File: src/rtl/spq_pkg.sv
// ============================================================================
// spq_pkg - shared types and codes of the sorted priority ready queue
// Command and response words, the entry held by each cell, the control word
// that reaches the cell chain, and the operation and status codes.
// ============================================================================
package spq_pkg;

  // operation codes
  localparam logic OP_INSERT = 1'b0;
  localparam logic OP_POP    = 1'b1;

  // status codes
  localparam logic [1:0] ST_OK    = 2'd0;
  localparam logic [1:0] ST_FULL  = 2'd1;
  localparam logic [1:0] ST_EMPTY = 2'd2;

  localparam int unsigned TASK_W  = 8;
  localparam int unsigned PRIO_W  = 16;
  localparam int unsigned COUNT_W = 5;

  // command word
  typedef struct packed {
    logic              operation;
    logic [TASK_W-1:0] task_id;
    logic [PRIO_W-1:0] priority_req;
  } spq_cmd_t;

  // response word
  typedef struct packed {
    logic               popped_valid;
    logic [TASK_W-1:0]  popped_task;
    logic [PRIO_W-1:0]  popped_priority;
    logic [1:0]         status;
    logic [COUNT_W-1:0] entry_count;
  } spq_rsp_t;

  // one queue entry
  typedef struct packed {
    logic [TASK_W-1:0] task_id;
    logic [PRIO_W-1:0] prio;
  } spq_entry_t;

  // chain control, broadcast to every cell
  typedef struct packed {
    logic ins;
    logic pop;
  } spq_ctrl_t;

endpackage

File: src/rtl/spq_cell.sv
// ============================================================================
// spq_cell - one slot of the sorted queue chain
// Holds one entry. On insert it keeps its entry, takes the new one, or takes
// its left neighbour's entry to open a gap; on pop it takes the right one.
// ============================================================================
module spq_cell
  import spq_pkg::*;
(
  input  logic       clk,
  input  spq_ctrl_t  ctrl,
  input  logic       occupied,
  input  spq_entry_t new_entry,
  input  logic       left_greater,
  input  spq_entry_t left_entry,
  input  spq_entry_t right_entry,
  output logic       greater,
  output spq_entry_t entry
);

  // empty slots rank behind everything, so the new word lands there
  assign greater = !occupied || (entry.prio > new_entry.prio);

  // entry update: shift right on insert behind the gap, shift left on pop
  always_ff @(posedge clk) begin
    if (ctrl.ins && greater) begin
      entry <= left_greater ? left_entry : new_entry;
    end else if (ctrl.pop) begin
      entry <= right_entry;
    end
  end

endmodule

File: src/rtl/sorted_priority_ready_queue.sv
// Latency: a command taken at one edge gives its response word, with done
// high, in the cycle after; the chain accepts one command every cycle.
// Throughput is set by the cell chain: every cell compares and shifts in the
// same cycle, so busy stays low.
// Reset empties the queue (count cleared); entry contents are not cleared.
// The receiver cannot stall: each response is shown for one cycle only.
// ============================================================================
// sorted_priority_ready_queue - task ready queue kept sorted by priority
// A chain of QUEUE_DEPTH cells holds the entries in ascending priority, head
// in cell 0. Equal priorities leave first-in, first-out.
// ============================================================================
module sorted_priority_ready_queue
  import spq_pkg::*;
#(
  parameter int unsigned QUEUE_DEPTH = 16
)
(
  input  logic     clk,
  input  logic     rst,
  input  logic     start,
  output logic     busy,
  input  spq_cmd_t cmd,
  output logic     done,
  output spq_rsp_t result
);

  localparam int unsigned CW = $clog2(QUEUE_DEPTH + 1);

  logic [CW-1:0]            count;
  logic [CW-1:0]            count_next;
  logic                     full;
  logic                     empty;
  logic                     take;
  spq_ctrl_t                ctrl;
  spq_entry_t               new_entry;
  spq_entry_t               cell_entry [QUEUE_DEPTH];
  logic [QUEUE_DEPTH-1:0]   cell_greater;
  logic [CW+COUNT_W-1:0]    count_ext;
  spq_rsp_t                 result_next;

  assign busy  = 1'b0;
  assign take  = start && !busy;
  assign full  = (count >= CW'(QUEUE_DEPTH));
  assign empty = (count == '0);

  // command decode into chain control
  always_comb begin
    ctrl.ins = take && (cmd.operation == OP_INSERT) && !full;
    ctrl.pop = take && (cmd.operation == OP_POP) && !empty;
  end

  assign new_entry.task_id = cmd.task_id;
  assign new_entry.prio    = cmd.priority_req;

  // cell chain
  for (genvar i = 0; i < QUEUE_DEPTH; i++) begin : g_cell
    logic       occ;
    logic       lg;
    spq_entry_t le;
    spq_entry_t re;

    assign occ = (CW'(i) < count);

    if (i == 0) begin : g_head
      assign lg = 1'b0;
      assign le = new_entry;
    end else begin : g_body
      assign lg = cell_greater[i-1];
      assign le = cell_entry[i-1];
    end

    if (i == QUEUE_DEPTH - 1) begin : g_tail
      assign re = cell_entry[i];
    end else begin : g_mid
      assign re = cell_entry[i+1];
    end

    spq_cell u_cell (
      .clk          (clk),
      .ctrl         (ctrl),
      .occupied     (occ),
      .new_entry    (new_entry),
      .left_greater (lg),
      .left_entry   (le),
      .right_entry  (re),
      .greater      (cell_greater[i]),
      .entry        (cell_entry[i])
    );
  end

  // entry count
  always_comb begin
    count_next = count;
    if (ctrl.ins) begin
      count_next = count + CW'(1);
    end else if (ctrl.pop) begin
      count_next = count - CW'(1);
    end
  end

  always_ff @(posedge clk) begin
    if (rst) begin
      count <= '0;
    end else begin
      count <= count_next;
    end
  end

  // response word, built from the head cell before the shift
  assign count_ext = {{COUNT_W{1'b0}}, count_next};

  always_comb begin
    result_next.popped_valid    = ctrl.pop;
    result_next.popped_task     = ctrl.pop ? cell_entry[0].task_id : '0;
    result_next.popped_priority = ctrl.pop ? cell_entry[0].prio : '0;
    result_next.entry_count     = count_ext[COUNT_W-1:0];
    result_next.status          = ST_OK;
    if (cmd.operation == OP_INSERT && full) begin
      result_next.status = ST_FULL;
    end else if (cmd.operation == OP_POP && empty) begin
      result_next.status = ST_EMPTY;
    end
  end

  // response register
  always_ff @(posedge clk) begin
    if (rst) begin
      done <= 1'b0;
    end else begin
      done <= take;
    end
  end

  always_ff @(posedge clk) begin
    if (take) begin
      result <= result_next;
    end
  end

endmodule
File: config.mk
export PLATFORM = sky130hd
export DESIGN_NAME = sorted_priority_ready_queue
export DESIGN_NICKNAME = d
export VERILOG_FILES = /design/src/rtl/spq_pkg.sv /design/src/rtl/spq_cell.sv /design/src/rtl/sorted_priority_ready_queue.sv
export SDC_FILE = /design/constraint.sdc
export NUM_CORES = 1
export LEC_CHECK = 0
export BUFFER_PORTS_ARGS = -buffer_cell sky130_fd_sc_hd__buf_2
export CORE_UTILIZATION = 53
export DETAILED_ROUTE_END_ITERATION = 7
export GPL_ROUTABILITY_DRIVEN = 0
export HOLD_SLACK_MARGIN = 0.02
export PLACE_DENSITY = 0.69
export SYNTH_ARGS = -nofsm -noshare
export SYNTH_HDL_FRONTEND = slang
export SYNTH_SLANG_ARGS = --single-unit
File: constraint.sdc
create_clock -name clk -period 7.9 [get_ports clk]
set_input_delay 1.58 -clock clk [delete_from_list [all_inputs] [get_ports clk]]
set_output_delay 1.58 -clock clk [all_outputs]
set_load 0.01 [all_outputs]
### Word level (Yosys, flattened, before mapping)

Cells that the tools add are included.

| storage, ports and cells | value |
|---|---|
| bits in registers | 422 |
| bits of input ports | 28 |
| output and inout bits | 34 |
| word-level logic and storage cells | 195 |

| operators by class | value |
|---|---|
| add/sub/neg operators | 2 |
| order comparisons | 33 |
| mux-type cells | 48 |
| bitwise operators | 1 |
| reductions and logical operators | 72 |

Operators by type and width:

| operator | number |
|---|---|
| 2-to-1 mux 24 bit | 45 |
| greater-than comparator 16 bit | 16 |
| less-than comparator 4 x 5 -> 1 bit (first input constant) | 8 |
| nonzero test 2 bit | 15 |
| logical AND 1 bit | 22 |
| less-than comparator 3 x 5 -> 1 bit (first input constant) | 4 |
| logical NOT 1 bit | 18 |
| logical OR 1 bit | 16 |
| less-than comparator 1 x 5 -> 1 bit (first input constant) | 2 |
| less-than comparator 2 x 5 -> 1 bit (first input constant) | 2 |
| 2-to-1 mux 5 bit | 2 |
| adder 5 x 1 -> 5 bit (second input constant) | 1 |
| greater-or-equal comparator 5 bit (second input constant) | 1 |
| logical NOT 5 bit | 1 |
| subtractor 5 x 1 -> 5 bit (second input constant) | 1 |
| 2-to-1 mux 2 bit | 1 |
| inverter 1 bit | 1 |

### Longest topological paths before layout

| depth | value |
|---|---|
| depth in word-level cells | 5 |
| mapped depth | 13 |
| gate-level depth less buffers | 9 |

### By module

From an unflattened synthesis, not the netlist that was laid out.

| unflattened totals | value |
|---|---|
| cell total of the unflattened synthesis | 2665 |
| area, all modules | 30710.7 um2 |

By module, submodules not included:

| module | instances | cells each | area an instance (um2) | seq. area each (um2) |
|---|---|---|---|---|
| spq_cell | 16 | 158 | 1815.5 | 720.7 |
| sorted_priority_ready_queue | 1 | 137 | 1662.8 | 1081.0 |

### Worst setup path after synthesis

OpenSTA, ideal clock, no wires.

| timing | value |
|---|---|
| path kind | input to register |
| start | input port cmd[11] (netlist name) |
| end | register g_cell[1].u_cell.entry[0] (netlist name) (enable) |
| setup time | 0.438 ns |
| arrival time | 5.667 ns |
| data required time | 7.462 ns |
| slack | 1.794 ns |
| cell stages on the path | 12 |
| buffers on the path | 4 |
| cell sequence | clkbuf_1 > clkbuf_1 > inv_1 > ha_1 > nand4_1 > or4_1 > inv_1 > a2111oi_2 > a21o_1 > buf_4 > buf_4 > o21ai_0 |

| between the ends | value |
|---|---|
| longest elaborated chain between the ends | 4 |

Ends and longest elaborated chain:

| element | line | text |
|---|---|---|
| start: declaration | sorted_priority_ready_queue.sv:22 | `input spq_cmd_t cmd,` |
| greater-than comparator 16 bit | spq_cell.sv:21 | `assign greater = !occupied \|\| (entry.prio > new_entry.prio);` |
| logical OR 1 bit | spq_cell.sv:21 |  |
| logical AND 1 bit | spq_cell.sv:25 | `if (ctrl.ins && greater) begin` |
| nonzero test 2 bit (no source line) | - |  |
| end signal: assignment | spq_cell.sv:26 | `entry <= left_greater ? left_entry : new_entry;` |
| end signal: assignment | spq_cell.sv:28 | `entry <= right_entry;` |
| end: declaration | spq_cell.sv:17 | `output spq_entry_t entry` |

No other way between the ends.
A chain may end at the register's enable or synchronous reset.

### Final worst setup path

| timing | value |
|---|---|
| start | input port cmd[9] (netlist name) |
| end | register g_cell[5].u_cell.entry[19] (netlist name) (enable) |

| between the ends | value |
|---|---|
| longest elaborated chain between the ends | 4 |

Ends and longest elaborated chain:

| element | line |
|---|---|
| greater-than comparator 16 bit | spq_cell.sv:21 |
| logical OR 1 bit | spq_cell.sv:21 |
| logical AND 1 bit | spq_cell.sv:25 |
| nonzero test 2 bit (no source line) | - |
| end signal: assignment | spq_cell.sv:26 |
| end signal: assignment | spq_cell.sv:28 |
| end: declaration | spq_cell.sv:17 |

No other way between the ends.

==> run summary <==
The count of different cell masters after synthesis came out at 66. Once layout is done, the placed cells without fillers occupy 28760 µm². The number of antenna violations at the first check in global routing came out at 0. The detailed router placed 18830 vias in this run.

The worst setup path startpoint is cmd[9]. From synthesis to final layout, the design area changed by 9.103%. The worst-case clock buffer depth was 3; the async set-or-reset flop fraction in the synthesized netlist was 0.

Counting flops with a built-in enable in the synthesized netlist gives 416. For the pin with the worst max-slew slack, the measured transition is 1.241 ns. The tools report the final-report hold violation count as 0. Iteration count of the initial detailed-routing pass: 6. The run gives 0.5374 as the initial core utilization.

Once detailed placement completed, the half-perimeter wirelength came to 50780 µm. The power density of the placed cells is 242.9 nW/µm². The logs give 0.5465 ns for the minimum hold slack and 0 for the max capacitance violation total. Setup repair after global routing left no endpoint under its margin. The maximum fanout count along the critical path is 25. Entering global routing, the biggest net connects 49 pins. The number of gates resized after CTS was 0.

After the first detailed-routing iteration, the DRC count stood at 1698. The number of synthesis warnings was 0; the H-tree depth reported by CTS was 2. By area the synthesized netlist is led by edfxtp_1, ha_1, mux2i_1.

The overall track demand over capacity in global routing came out at 0.2729. The count of port buffers added during placement is 60, and the maximum vdd ir drop is 0.1494 mV. In this run the static leakage power is 12.14 nW.

Dividing the detail-routed via count by the number of cells gives 6.125. STA classifies the critical path startpoint as a primary input. The tools report the top achievable clock speed as 0.1881 GHz. The tools report the number of buffers inserted during clock tree synthesis as 48. The clock latency reported for the late side of the worst-skew pair came out at 0.61 ns. The total number of nets in the final design is 2648. The worst hold path belongs to the class reg -> reg. The synthesized design contains 422 register bits. The tree is rooted in a clkbuf_16. For the first-pass GRT wire length, the log shows 107200 µm.

Number of primary I/O pins: 62. edfxtp_1 takes more of the synthesized area than any other cell. The critical path is of the in -> reg type. The die is 225.0 µm tall.

STA puts the critical path data arrival time at 5.54 ns. The setup total negative slack is 0 ns. The tools report the launching point of the worst reg2reg path as g_cell[13].u_cell.entry[13]. Fraction of post-synthesis cell area in the top cell type by area: 0.4738. The DRC violation count after routing was 0; the shortest clock period the worst path allows after layout was 5.317 ns. The run finished with clean final reports.

For this run, the leading register cell type out of synthesis is edfxtp_1. After clock tree synthesis, the clock-pin slew on the worst setup and hold paths is 0.05 ns. Total power for the finished layout comes to 6.986 mW. The proportion of layout cells with a drive suffix above 1 is 0.1348. Each instance of the synthesized netlist takes up on average 11.07 µm².

The clock arrives with 0.01289 ns of skew. Measured along the x axis, the die boundary spans 225.0 µm. The clock drives 422 sinks. After clock tree synthesis, the flow added hold-fix buffers numbering 0. After global routing the overflow that remains totals 0. The count of pins over their slew limit was 0; the floorplan row count was 81.

The endpoint class of the critical path is a flop. The tools report the area after detailed placement as 27240 µm². The number of global-route vias before repair was 18980; the residual antenna-violating net count after detailed routing was 0. The proportion of synthesized chip area in sequential cells was 0.4784; the number of diodes added for antenna fixing was 0.

The total length of routed wires came out at 68370 µm. Setup violations remaining at the end of the flow were counted as 0. Number of setup buffers added after CTS: 0. After floorplanning, the core was sized to cover 49050 µm². Summing every instance area after synthesis gives 26360 µm². TritonCTS built the clock tree. STA puts the critical path data required time at 8.12 ns.

The final critical-path share of the clock period is 0.6730, and the fill cell total of the finished layout is 4106. The tools report the worst slew margin relative to its limit as 0.1708. Counting every instance in the synthesized netlist gives 2382. The run gives 2653 as the net count after synthesis.

In the final routed layout, each cell accounts on average for 22.23 µm. The die covers 50640 µm². The tools report the launch point of the worst hold path as g_cell[15].u_cell.entry[1].
[layer usage]
| layer | GRT usage | wire length [µm] | up-vias |
|---|---|---|---|
| met1 | 0.3441 | 28190 | 9075 |
| met4 | 0.1257 | 2955 | 0 |
| li1 | - | - | 8860 |
| met2 | 0.4683 | 33440 | 708 |
| met5 | 0 | 0 | - |
| met3 | 0.03246 | 3789 | 191 |
[sequential cells by signal, summed over array words and instances (netlist names)]
signal and cells:
done 1, result 32, count 5, g_cell.u_cell.entry 384
[final cells by class]
type | instances | area, µm² | share of cell area
Multi-Input combinational cell | 1762 | 13040 | 0.4534
Sequential cell | 422 | 12610 | 0.4385
Clock buffer | 63 | 1289 | 0.04481
Tap cell | 664 | 830.8 | 0.02888
Timing Repair Buffer | 98 | 585.6 | 0.02036
Clock inverter | 21 | 236.5 | 0.008222
Inverter | 45 | 168.9 | 0.005873
[placed cells by master (no fill, tap or decap), types with 5 or more instances in the layout]
cell and count:
buf_2 60, nor2_1 244, buf_4 38, edfxtp_1 416
nor2b_1 26, a21oi_4 5, nand2b_1 10, mux2_2 129
mux2i_1 267, clkbuf_1 13, and2_1 27, nor4_1 11
nand2_1 182, a31oi_1 26, nor3b_1 5, a2111oi_0 5
o21ai_0 108, clkinv_1 5, nand4_1 44, a21oi_1 273
o21a_1 12, nand3_1 10, inv_1 45, clkbuf_16 49
a21o_1 24, dfxtp_1 6, ha_1 243, nor3_1 14
and3_1 7, a211oi_1 6, clkinv_2 8, mux2_1 10
[critical path: stages]
cell	delay, ns
buf_2	0.36
inv_1	0.45
ha_1	0.46
nand4_1	0.15
or4_1	0.55
o21bai_1	0.21
a41oi_4	0.21
buf_4	0.43
nand2_4	0.30
nand2_1	0.81
[where the power goes]
part | switching (mW) | total, mW | internal (mW)
clock | 0.934 | 2.22 | 1.28
sequential | 0.271 | 3.20 | 2.93
combinational | 0.936 | 1.57 | 0.637
[cell families (layout without fill, tap and decap cells)]
logic type / Yosys count / in the layout / share of synthesized area
xor gates and xnor gates: 3 / 3 / 0.0009969
and+or+nand+nor: 604 / 604 / 0.1028
DFF: 422 / 422 / 0.4784
buffers and inverters: 198 / 227 / 0.03223
muxes: 406 / 406 / 0.1607
other: 1 / 1 / 0.0001422
AOI/OAI and AO/OA: 505 / 505 / 0.1094
adders and majority gates: 243 / 243 / 0.1153
[cells in the mapped netlist, types with 6 or more instances]
master	n
nand4_1	44
nor4_1	11
ha_1	243
nor2_1	247
and3_1	7
and2_1	27
mux2_1	10
nor3_1	17
a211oi_1	9
edfxtp_1	416
nand2b_1	10
mux2_2	129
dfxtp_1	6
o21a_1	12
clkbuf_1	101
buf_2	31
a31oi_1	27
mux2i_1	267
buf_4	14
nand3_1	11
nand2_1	182
nor2b_1	26
a21oi_1	274
o21ai_0	112
inv_1	45
a21o_1	24
[metrics by stage]
| stage | setup WS (ns) | util | instances |
|---|---|---|---|
| floorplan | 1.794 | - | 2382 |
| global placement | 2.063 | 0.5553 | 2991 |
| detailed placement | 1.932 | 0.5553 | 2991 |
| CTS | 2.604 | 0.5864 | 3075 |
| global route | 2.259 | 0.5864 | 3075 |
| finish | 2.583 | 0.5864 | 3075 |
[worst paths after layout]
| check | to | slack (ns) | depth (start not counted) |
|---|---|---|---|
| setup / recovery | g_cell[5].u_cell.entry[19] | 2.58 | 10 |
| hold reg to reg | g_cell[14].u_cell.entry[1] | 0.55 | 1 |
| setup reg to reg | g_cell[14].u_cell.entry[8] | 4.01 | 8 |
| hold / removal | g_cell[14].u_cell.entry[1] | 0.55 | 1 |
Power figures use the tool's default switching activity.
